**config.mk**
```make
export PLATFORM = sky130hd
export DESIGN_NAME = cube_map_face_select_uv_unit
export DESIGN_NICKNAME = d
export VERILOG_FILES = /design/src/hdl/cmfs_pkg.sv /design/src/hdl/cube_map_face_select_uv_unit.sv /design/src/hdl/cmfs_front.sv /design/src/hdl/cmfs_fifo.sv /design/src/hdl/cmfs_back.sv
export VERILOG_INCLUDE_DIRS = /design/src /design/src/hdl
export SDC_FILE = /design/constraint.sdc
export NUM_CORES = 2
export LEC_CHECK = 0
export BUFFER_PORTS_ARGS = -buffer_cell sky130_fd_sc_hd__buf_2
export CAP_MARGIN = 25
export CORE_MARGIN = 1.5
export CORE_UTILIZATION = 35
export DETAILED_ROUTE_END_ITERATION = 6
export SYNTH_ARGS = -nofsm -noshare
export SYNTH_HDL_FRONTEND = slang
export SYNTH_HIERARCHICAL = 1
export SYNTH_SLANG_ARGS = --single-unit
```
**constraint.sdc**
```tcl
create_clock -name clk -period 47.6 [get_ports clk]
set_input_delay 4.76 -clock clk [delete_from_list [all_inputs] [get_ports clk]]
set_output_delay 4.76 -clock clk [all_outputs]
set_load 0.1 [all_outputs]
```
**src/hdl/cube_map_face_select_uv_unit_assert.svh**
```systemverilog
// Assertion macros shared by the cube map face selection modules.
// The using module must provide clk and arst_n; no other dependencies.
`ifndef CUBE_MAP_FACE_SELECT_UV_UNIT_ASSERT_SVH
`define CUBE_MAP_FACE_SELECT_UV_UNIT_ASSERT_SVH

// Same-cycle implication, checked out of reset.
`define CMFS_ASSERT_NOW(label, ante, cons) \
	label: assert property (@(posedge clk) disable iff (!arst_n) (ante) |-> (cons)) \
		else $error("cmfs: assertion failed");

// Next-cycle implication, checked out of reset.
`define CMFS_ASSERT_NEXT(label, ante, cons) \
	label: assert property (@(posedge clk) disable iff (!arst_n) (ante) |=> (cons)) \
		else $error("cmfs: assertion failed");

`endif

```
**src/hdl/cmfs_pkg.sv**
```systemverilog
// Shared types and constants for the cube map face selection unit.
// No dependencies; imported by every module of the unit.
package cmfs_pkg;

	// Default number of fraction bits of the face coordinates.
	localparam int unsigned CMFS_FRAC_BITS = 16;
	// Default depth of the queue between the classifier and the divider.
	localparam int unsigned CMFS_FIFO_DEPTH = 4;
	// Width of one direction component and of its magnitude.
	localparam int unsigned CMFS_DIR_W = 16;
	localparam int unsigned CMFS_MAG_W = 16;
	// Width of the coordinate output fields.
	localparam int unsigned CMFS_COORD_W = 17;

	// Cube face codes.
	typedef enum logic [2:0] {
		FACE_POS_X = 3'd0,
		FACE_NEG_X = 3'd1,
		FACE_POS_Y = 3'd2,
		FACE_NEG_Y = 3'd3,
		FACE_POS_Z = 3'd4,
		FACE_NEG_Z = 3'd5
	} face_t;

	// A classified direction: the face, the divisor and the two dividends.
	// sub_u and sub_v say whether the quotient is taken off one half.
	typedef struct packed {
		face_t                 face;
		logic                  degenerate;
		logic                  sub_u;
		logic                  sub_v;
		logic [CMFS_MAG_W-1:0] den;
		logic [CMFS_MAG_W-1:0] num_u;
		logic [CMFS_MAG_W-1:0] num_v;
	} item_t;

endpackage

```
**src/hdl/cube_map_face_select_uv_unit.sv**
```systemverilog
// Cube map face selection unit: takes a direction of three signed Q1.15 components and
// returns the cube face (0 +x, 1 -x, 2 +y, 3 -y, 4 +z, 5 -z), the face coordinates u and v
// as unsigned fixed point with FRAC_BITS fraction bits (one is 1 << FRAC_BITS, masked to
// 17 bits), and a flag for the all-zero vector, which yields face 1 and u = v = one half.
// The major axis is the largest magnitude, ties going to x, then y. Quotients truncate
// toward zero. A new direction is taken every cycle and one result leaves every cycle
// while the output is not stalled. The pipeline depth is set by the divider, which
// produces one quotient bit per pipeline stage. A FIFO_DEPTH-entry queue (at least two)
// separates classification from division so that each side stalls on its own.
module cube_map_face_select_uv_unit import cmfs_pkg::*; #(
	parameter int unsigned FRAC_BITS  = CMFS_FRAC_BITS,
	parameter int unsigned FIFO_DEPTH = CMFS_FIFO_DEPTH
) (
	input  logic                         clk,
	input  logic                         arst_n,
	input  logic                         in_valid,
	output logic                         in_ready,
	input  logic signed [CMFS_DIR_W-1:0] dir_x,
	input  logic signed [CMFS_DIR_W-1:0] dir_y,
	input  logic signed [CMFS_DIR_W-1:0] dir_z,
	output logic                         out_valid,
	input  logic                         out_ready,
	output logic [2:0]                   face,
	output logic [CMFS_COORD_W-1:0]      coord_u,
	output logic [CMFS_COORD_W-1:0]      coord_v,
	output logic                         degenerate
);

	logic  push_valid, push_ready;
	item_t push_item;
	logic  pop_valid, pop_ready;
	item_t pop_item;

	// Classifier.
	cmfs_front u_front (
		.clk        (clk),
		.arst_n     (arst_n),
		.in_valid   (in_valid),
		.in_ready   (in_ready),
		.dir_x      (dir_x),
		.dir_y      (dir_y),
		.dir_z      (dir_z),
		.push_valid (push_valid),
		.push_ready (push_ready),
		.push_item  (push_item)
	);

	// Queue between the two halves.
	cmfs_fifo #(
		.DEPTH (FIFO_DEPTH)
	) u_fifo (
		.clk        (clk),
		.arst_n     (arst_n),
		.push_valid (push_valid),
		.push_ready (push_ready),
		.push_item  (push_item),
		.pop_valid  (pop_valid),
		.pop_ready  (pop_ready),
		.pop_item   (pop_item)
	);

	// Divider and coordinate output.
	cmfs_back #(
		.FRAC_BITS (FRAC_BITS)
	) u_back (
		.clk        (clk),
		.arst_n     (arst_n),
		.head_valid (pop_valid),
		.head_ready (pop_ready),
		.head_item  (pop_item),
		.out_valid  (out_valid),
		.out_ready  (out_ready),
		.face       (face),
		.coord_u    (coord_u),
		.coord_v    (coord_v),
		.degenerate (degenerate)
	);

endmodule

```
**src/hdl/cmfs_front.sv**
```systemverilog
// Front end of the cube map face selection unit: accepts directions and classifies them.
// Depends on cmfs_pkg.
module cmfs_front import cmfs_pkg::*; (
	input  logic                         clk,
	input  logic                         arst_n,
	input  logic                         in_valid,
	output logic                         in_ready,
	input  logic signed [CMFS_DIR_W-1:0] dir_x,
	input  logic signed [CMFS_DIR_W-1:0] dir_y,
	input  logic signed [CMFS_DIR_W-1:0] dir_z,
	output logic                         push_valid,
	input  logic                         push_ready,
	output item_t                        push_item
);

	logic [CMFS_DIR_W-1:0] xb, yb, zb;
	logic [CMFS_MAG_W-1:0] ax, ay, az;
	logic                  xs, ys, zs;
	logic                  x_major, y_major;
	item_t                 item_d;
	item_t                 item_s1;
	logic                  vld_s1;

	assign xb = dir_x;
	assign yb = dir_y;
	assign zb = dir_z;
	assign xs = xb[CMFS_DIR_W-1];
	assign ys = yb[CMFS_DIR_W-1];
	assign zs = zb[CMFS_DIR_W-1];

	// Magnitudes; the most negative value maps to its unsigned magnitude.
	assign ax = xs ? CMFS_MAG_W'(~xb + 1'b1) : xb;
	assign ay = ys ? CMFS_MAG_W'(~yb + 1'b1) : yb;
	assign az = zs ? CMFS_MAG_W'(~zb + 1'b1) : zb;

	// Major axis with ties going to x, then y.
	assign x_major = (ax >= ay) && (ax >= az);
	assign y_major = !x_major && (ay >= az);

	// Face, divisor, dividends and the sign of each quotient term.
	always_comb begin
		item_d.degenerate = 1'b0;
		if (x_major) begin
			item_d.face  = xs ? FACE_NEG_X : FACE_POS_X;
			item_d.den   = ax;
			item_d.num_u = az;
			item_d.num_v = ay;
			item_d.sub_u = zs ^ xs;
			item_d.sub_v = !ys;
		end else if (y_major) begin
			item_d.face  = ys ? FACE_NEG_Y : FACE_POS_Y;
			item_d.den   = ay;
			item_d.num_u = ax;
			item_d.num_v = az;
			item_d.sub_u = !xs;
			item_d.sub_v = zs ^ ys;
		end else begin
			item_d.face  = zs ? FACE_NEG_Z : FACE_POS_Z;
			item_d.den   = az;
			item_d.num_u = ax;
			item_d.num_v = ay;
			item_d.sub_u = !(xs ^ zs);
			item_d.sub_v = !ys;
		end
		// A zero vector divides zero by one, which leaves both coordinates at one half.
		if ((ax == '0) && (ay == '0) && (az == '0)) begin
			item_d.face       = FACE_NEG_X;
			item_d.degenerate = 1'b1;
			item_d.den        = CMFS_MAG_W'(1);
			item_d.num_u      = '0;
			item_d.num_v      = '0;
			item_d.sub_u      = 1'b0;
			item_d.sub_v      = 1'b0;
		end
	end

	// The stage takes a new transaction whenever it is empty or its item moves on.
	assign in_ready   = !vld_s1 || push_ready;
	assign push_valid = vld_s1;
	assign push_item  = item_s1;

	// Stage valid.
	always_ff @(posedge clk or negedge arst_n) begin
		if (!arst_n) begin
			vld_s1 <= 1'b0;
		end else if (in_ready) begin
			vld_s1 <= in_valid;
		end
	end

	// Stage payload.
	always_ff @(posedge clk) begin
		if (in_ready && in_valid) begin
			item_s1 <= item_d;
		end
	end

endmodule

```
**src/hdl/cmfs_fifo.sv**
```systemverilog
// Short queue of classified items between the front end and the divider.
// Depends on cmfs_pkg and the assertion macro header.
`include "cube_map_face_select_uv_unit_assert.svh"

module cmfs_fifo import cmfs_pkg::*; #(
	parameter int unsigned DEPTH = CMFS_FIFO_DEPTH
) (
	input  logic  clk,
	input  logic  arst_n,
	input  logic  push_valid,
	output logic  push_ready,
	input  item_t push_item,
	output logic  pop_valid,
	input  logic  pop_ready,
	output item_t pop_item
);

	localparam int unsigned PTR_W = $clog2(DEPTH);
	localparam int unsigned CNT_W = $clog2(DEPTH + 1);
	localparam logic [PTR_W-1:0] LAST = PTR_W'(DEPTH - 1);

	item_t            mem_q [DEPTH];
	logic [PTR_W-1:0] wr_ptr_q, rd_ptr_q;
	logic [CNT_W-1:0] count_q;
	logic             push, pop;

	assign push_ready = (count_q != CNT_W'(DEPTH));
	assign pop_valid  = (count_q != '0);
	assign push       = push_valid && push_ready;
	assign pop        = pop_valid && pop_ready;
	assign pop_item   = mem_q[rd_ptr_q];

	// Pointers and fill count.
	always_ff @(posedge clk or negedge arst_n) begin
		if (!arst_n) begin
			wr_ptr_q <= '0;
			rd_ptr_q <= '0;
			count_q  <= '0;
		end else begin
			if (push) begin
				wr_ptr_q <= (wr_ptr_q == LAST) ? '0 : wr_ptr_q + 1'b1;
			end
			if (pop) begin
				rd_ptr_q <= (rd_ptr_q == LAST) ? '0 : rd_ptr_q + 1'b1;
			end
			if (push && !pop) begin
				count_q <= count_q + 1'b1;
			end else if (pop && !push) begin
				count_q <= count_q - 1'b1;
			end
		end
	end

	// Entry storage.
	always_ff @(posedge clk) begin
		if (push) begin
			mem_q[wr_ptr_q] <= push_item;
		end
	end

	`CMFS_ASSERT_NOW(a_count_bound, 1'b1, count_q <= CNT_W'(DEPTH))
	`CMFS_ASSERT_NEXT(a_count_grows, push && !pop, count_q == $past(count_q) + 1'b1)
	`CMFS_ASSERT_NEXT(a_count_drops, pop && !push, count_q == $past(count_q) - 1'b1)

endmodule

```
**src/hdl/cmfs_back.sv**
```systemverilog
// Back end of the cube map face selection unit: pipelined dividers and coordinate output.
// Depends on cmfs_pkg and the assertion macro header.
`include "cube_map_face_select_uv_unit_assert.svh"

module cmfs_back import cmfs_pkg::*; #(
	parameter int unsigned FRAC_BITS = CMFS_FRAC_BITS
) (
	input  logic                    clk,
	input  logic                    arst_n,
	input  logic                    head_valid,
	output logic                    head_ready,
	input  item_t                   head_item,
	output logic                    out_valid,
	input  logic                    out_ready,
	output logic [2:0]              face,
	output logic [CMFS_COORD_W-1:0] coord_u,
	output logic [CMFS_COORD_W-1:0] coord_v,
	output logic                    degenerate
);

	// One half in the coordinate format.
	localparam logic [FRAC_BITS:0] HALF = {2'b01, {(FRAC_BITS - 1){1'b0}}};

	// Work carried down the divider: partial remainders and quotients of both terms.
	typedef struct packed {
		face_t                 face;
		logic                  degenerate;
		logic                  sub_u;
		logic                  sub_v;
		logic [CMFS_MAG_W-1:0] den;
		logic [CMFS_MAG_W-1:0] rem_u;
		logic [CMFS_MAG_W-1:0] rem_v;
		logic [FRAC_BITS-1:0]  quo_u;
		logic [FRAC_BITS-1:0]  quo_v;
	} div_t;

	div_t                    head_div;
	div_t                    div_in  [FRAC_BITS];
	div_t                    div_nxt [FRAC_BITS];
	div_t                    div_s   [FRAC_BITS];
	logic [FRAC_BITS-1:0]    div_vld_s;
	logic                    adv;
	logic [FRAC_BITS:0]      cu, cv;
	div_t                    last;
	logic                    out_vld_q;
	face_t                   face_q;
	logic [CMFS_COORD_W-1:0] coord_u_q, coord_v_q;
	logic                    deg_q;
	logic                    quo_in_range;
	logic                    deg_out_ok;

	// The whole pipeline moves when the output register is free or being drained.
	assign adv        = !out_vld_q || out_ready;
	assign head_ready = adv;

	// Entry of the divider: the dividend starts as the remainder, the quotient empty.
	always_comb begin
		head_div.face       = head_item.face;
		head_div.degenerate = head_item.degenerate;
		head_div.sub_u      = head_item.sub_u;
		head_div.sub_v      = head_item.sub_v;
		head_div.den        = head_item.den;
		head_div.rem_u      = head_item.num_u;
		head_div.rem_v      = head_item.num_v;
		head_div.quo_u      = '0;
		head_div.quo_v      = '0;
	end

	// One quotient bit per stage. The minor magnitude never exceeds the major one,
	// so the first stage compares without doubling and gives the bit of weight one half.
	for (genvar j = 0; j < FRAC_BITS; j++) begin : g_stage
		logic [CMFS_MAG_W:0] trial_u, trial_v, den_x;
		logic                bit_u, bit_v;

		if (j == 0) begin : g_first
			assign div_in[j] = head_div;
			assign trial_u   = {1'b0, div_in[j].rem_u};
			assign trial_v   = {1'b0, div_in[j].rem_v};
		end else begin : g_next
			assign div_in[j] = div_s[j-1];
			assign trial_u   = {div_in[j].rem_u, 1'b0};
			assign trial_v   = {div_in[j].rem_v, 1'b0};
		end

		assign den_x = {1'b0, div_in[j].den};
		assign bit_u = (trial_u >= den_x);
		assign bit_v = (trial_v >= den_x);

		always_comb begin
			div_nxt[j]       = div_in[j];
			div_nxt[j].rem_u = bit_u ? CMFS_MAG_W'(trial_u - den_x) : CMFS_MAG_W'(trial_u);
			div_nxt[j].rem_v = bit_v ? CMFS_MAG_W'(trial_v - den_x) : CMFS_MAG_W'(trial_v);
			div_nxt[j].quo_u = {div_in[j].quo_u[FRAC_BITS-2:0], bit_u};
			div_nxt[j].quo_v = {div_in[j].quo_v[FRAC_BITS-2:0], bit_v};
		end
	end

	// Stage valids and the output valid.
	always_ff @(posedge clk or negedge arst_n) begin
		if (!arst_n) begin
			div_vld_s <= '0;
			out_vld_q <= 1'b0;
		end else if (adv) begin
			div_vld_s <= {div_vld_s[FRAC_BITS-2:0], head_valid};
			out_vld_q <= div_vld_s[FRAC_BITS-1];
		end
	end

	// Stage payloads.
	always_ff @(posedge clk) begin
		if (adv) begin
			for (int i = 0; i < FRAC_BITS; i++) begin
				div_s[i] <= div_nxt[i];
			end
		end
	end

	// Coordinates: one half plus or minus the quotient, which never exceeds one half.
	assign last = div_s[FRAC_BITS-1];
	assign cu   = last.sub_u ? HALF - {1'b0, last.quo_u} : HALF + {1'b0, last.quo_u};
	assign cv   = last.sub_v ? HALF - {1'b0, last.quo_v} : HALF + {1'b0, last.quo_v};

	// Output register.
	always_ff @(posedge clk) begin
		if (adv) begin
			face_q    <= last.face;
			deg_q     <= last.degenerate;
			coord_u_q <= CMFS_COORD_W'(cu);
			coord_v_q <= CMFS_COORD_W'(cv);
		end
	end

	assign out_valid  = out_vld_q;
	assign face       = face_q;
	assign coord_u    = coord_u_q;
	assign coord_v    = coord_v_q;
	assign degenerate = deg_q;

	// Conditions checked below: quotient range and the fixed zero-vector result.
	assign quo_in_range = ({1'b0, last.quo_u} <= HALF) && ({1'b0, last.quo_v} <= HALF);
	assign deg_out_ok   = (face_q == FACE_NEG_X) &&
		(coord_u_q == CMFS_COORD_W'(HALF)) && (coord_v_q == CMFS_COORD_W'(HALF));

	`CMFS_ASSERT_NOW(a_quo_bound, div_vld_s[FRAC_BITS-1], quo_in_range)
	`CMFS_ASSERT_NOW(a_degenerate_out, out_vld_q && deg_q, deg_out_ok)
	`CMFS_ASSERT_NEXT(a_out_hold, out_vld_q && !out_ready, out_vld_q && $stable(coord_u_q))

endmodule
```
==> impl_results.md <==
- Status: complete, no violations
- Final worst path period share: 18.9%
- Largest net degree at the start of global routing: 174
- Most common cell after layout, fill and taps aside: edfxtp_1
- Total gr overflow: 0
- Number of fill cells in the layout: 20471
- Critical-path cell list: buf_2, inv_1, ha_1, or4b_1, or3_1, o21ai_0, xnor2_1, ha_1, or4_1, a21oi_1, o211ai_1, a2bb2oi_1, or3_1, a32o_2, buf_4, mux2i_1, nand2b_1
- Vias: 48422
- Drt first pass iters: 6
- Top delay family on crit path: simple AND/OR/NAND/NOR gates
- Crit path kind: in2reg
- Worst path slowest cell: buf_4
- Final worst slack: 38.61 ns
- Max Cap Viol: 0
- DRC viols: 0
- CP Launch Type: input pin
- Hpwl dp: 134000 µm
- Die width: 471 µm
- Layout cells sized above 1: 12.0%
- TNS Setup: 0 ns
- Final Hold Viols: 0
- Vias/cell: 5.22
- DP Cell Count: 9006
- Ys flop type: edfxtp_1
- Post-Layout Cell Count: 9282
- Setup crit end kind: flip-flop
- TritonCTS clock tree: built
- WP buf/inv: 3
- CTS buffer count: 150
- Clock root buffer: clkbuf_16
- Core Box Area: 0.217 mm²
- DRT iter0 DRCs: 3960
- Clk slew on worst S/H paths: 0.06 ns
- Area growth, synth to finish: 11.8%
- Final #Nets: 6957
- Final setup viols: 0
- Max-slew headroom: 26.4%
- Post-Place Worst Slack: 37.92 ns
- CP max FO: 56
- WL/cell: 19.2 µm
- Clk sinks: 1421
- Share of the yosys chip area belonging to registers: 55.5%
- Fin. max-slew vios: 0
- Commonest cells after routing, fill and taps aside: edfxtp_1, ha_1, inv_1
- Mapped cell area: 0.0766 mm²
- Post-route ant nets: 0
- Post-synth EDFFs: 1396
- Worst hold path depth: 0
- Hold-fix buffers, CTS: 0
- Least-Margin Pin Slew: 1.09 ns
- Initial Util: 35.3%
- Clock buffer depth: 3
- Die area: 0.222 mm²
- Initial antenna violation count: 5
- Final WL: 178000 µm
- Row Count: 171
- Vias in the first global route: 46923
- I/O pin cnt: 92
- Die height: 471 µm
- Port Buffers: 91
- Post-CTS Setup Repair Bufs: 0
- First-pass GRT wire length: 273000 µm
- Tmin final: 8.99 ns
- CP Depth: 17
- WP data required: 48.11 ns
- H-tree depth: 4
- Synth unique cells: 103
- CTS resizes: 0
- Hold Path Class: reg2reg
- Unrepaired setup endpoints after global routing: no
- Net count after synthesis: 6756
- Avg Synthesized Cell Area: 12.5 µm²
- Synth Warn #: 6
- Clk Latency, worst-skew pair: 0.78 ns
- Worst reg2reg path depth: 13
- Gate Count Post-Synth: 6110
- Upper clock frequency limit: 111 MHz
- GP Congestion: 0.900
- CP arrival: 9.49 ns
- Post-synth ARST share: 1.76%
- Delay of the slowest critical-path stage: 0.54 ns
- GRT Util Overall: 15.7%
- Synth Register Bits: 1421
- Clock Skew: 0.0289 ns
## registers in the layout, summed over array words and instances (netlist names)
signal	count
u_back/div_s	1088
u_fifo/mem_q	216
u_front/push_item	54
u_back/coord_u	17
u_back/coord_v	17
u_back/div_vld_s	16
u_back/face	3
u_fifo/count_q	3
u_fifo/rd_ptr_q	2
u_fifo/wr_ptr_q	2
u_back/degenerate	1
u_back/out_valid	1
u_front/push_valid	1
## layer usage
layer | vias to the layer above | share of wire, % | routed length (µm) | GRT usage, %
li1 | 23491 | - | - | -
met5 | - | 0.0073 | 13 | 0
met3 | 274 | 5.3 | 9510 | 2.71
met2 | 1169 | 46 | 81300 | 24.9
met1 | 23486 | 46 | 82700 | 21.9
met4 | 2 | 2.7 | 4780 | 4.75
## final cells by class
cell class              count  area (µm²)  area share, %
multi-input cells        4148       31900           37.2
well taps                2854        3570           4.17
clock buffers             179        3910           4.56
repair buffers            142         996           1.16
diodes                      1        2.50        0.00292
flip-flops and latches   1421       42600           49.7
inverters                 448        1680           1.96
clock inverters            89        1050           1.22
## cell families after synthesis
| kind of cell | count (synthesis) | share of synthesized area, % |
|---|---|---|
| compound gates | 1339 | 11.5 |
| xor+xnor | 388 | 4.44 |
| fa+ha+maj | 594 | 10.0 |
| buf+inv | 541 | 2.89 |
| flops | 1421 | 55.5 |
| mux | 398 | 6.54 |
| simple gates | 1429 | 9.12 |
## worst register-to-register path, stage by stage (launching register included)
cell and delay [ns]:
dfrtp_4 0.60, buf_4 0.73, mux4_2 0.66, inv_1 0.12
fa_1 0.23, nor2b_1 0.06, o21ai_0 0.35, a311oi_1 0.26
nor3_1 0.20, o211ai_1 0.15, a31o_2 0.28, a21oi_2 0.26
buf_8 0.22, mux2_2 0.38
## final timing paths
path                                 startpoint                     to  slack, ns
min reg2reg                u_back/div_s[1][542]   u_back/div_s[1][629]       0.41
min in group asynchronous                arst_n   u_back/div_vld_s[11]       3.97
max                                    dir_x[0]  u_front/push_item[32]      38.61
min                        u_back/div_s[1][542]   u_back/div_s[1][629]       0.41
max reg2reg                  u_fifo/rd_ptr_q[0]    u_back/div_s[0][37]      42.84
max in group asynchronous                arst_n     u_fifo/rd_ptr_q[0]      43.23
## Yosys cell counts, types with 103 or more instances
cell      count  share of area [%]
nand2_1     401                2.0
a21oi_1     328                2.1
nor3_1      111               0.72
edfxtp_1   1396                 55
a21o_1      122                1.2
nor2b_1     103               0.84
nor2_1      362                1.8
mux2_2      256                3.8
xor2_1      148                1.7
inv_1       447                2.2
o21ai_0     307                2.0
xnor2_1     239                2.7
ha_1        563                9.2
## through the flow
stage / utilization [%] / area (µm²) / hold slack [ns]
final: 39.4 / 85700 / 0.414
after global placement: 37.0 / 80500 / 0.400
after CTS: 39.3 / 85500 / 0.410
after detailed placement: 37.1 / 80600 / 0.405
after global routing: 39.4 / 85700 / 0.414
after floorplan: - / 76600 / 0.400
Power is not shown: default switching activity piles up to over one toggle a cycle in this logic, so the estimate is an artifact.
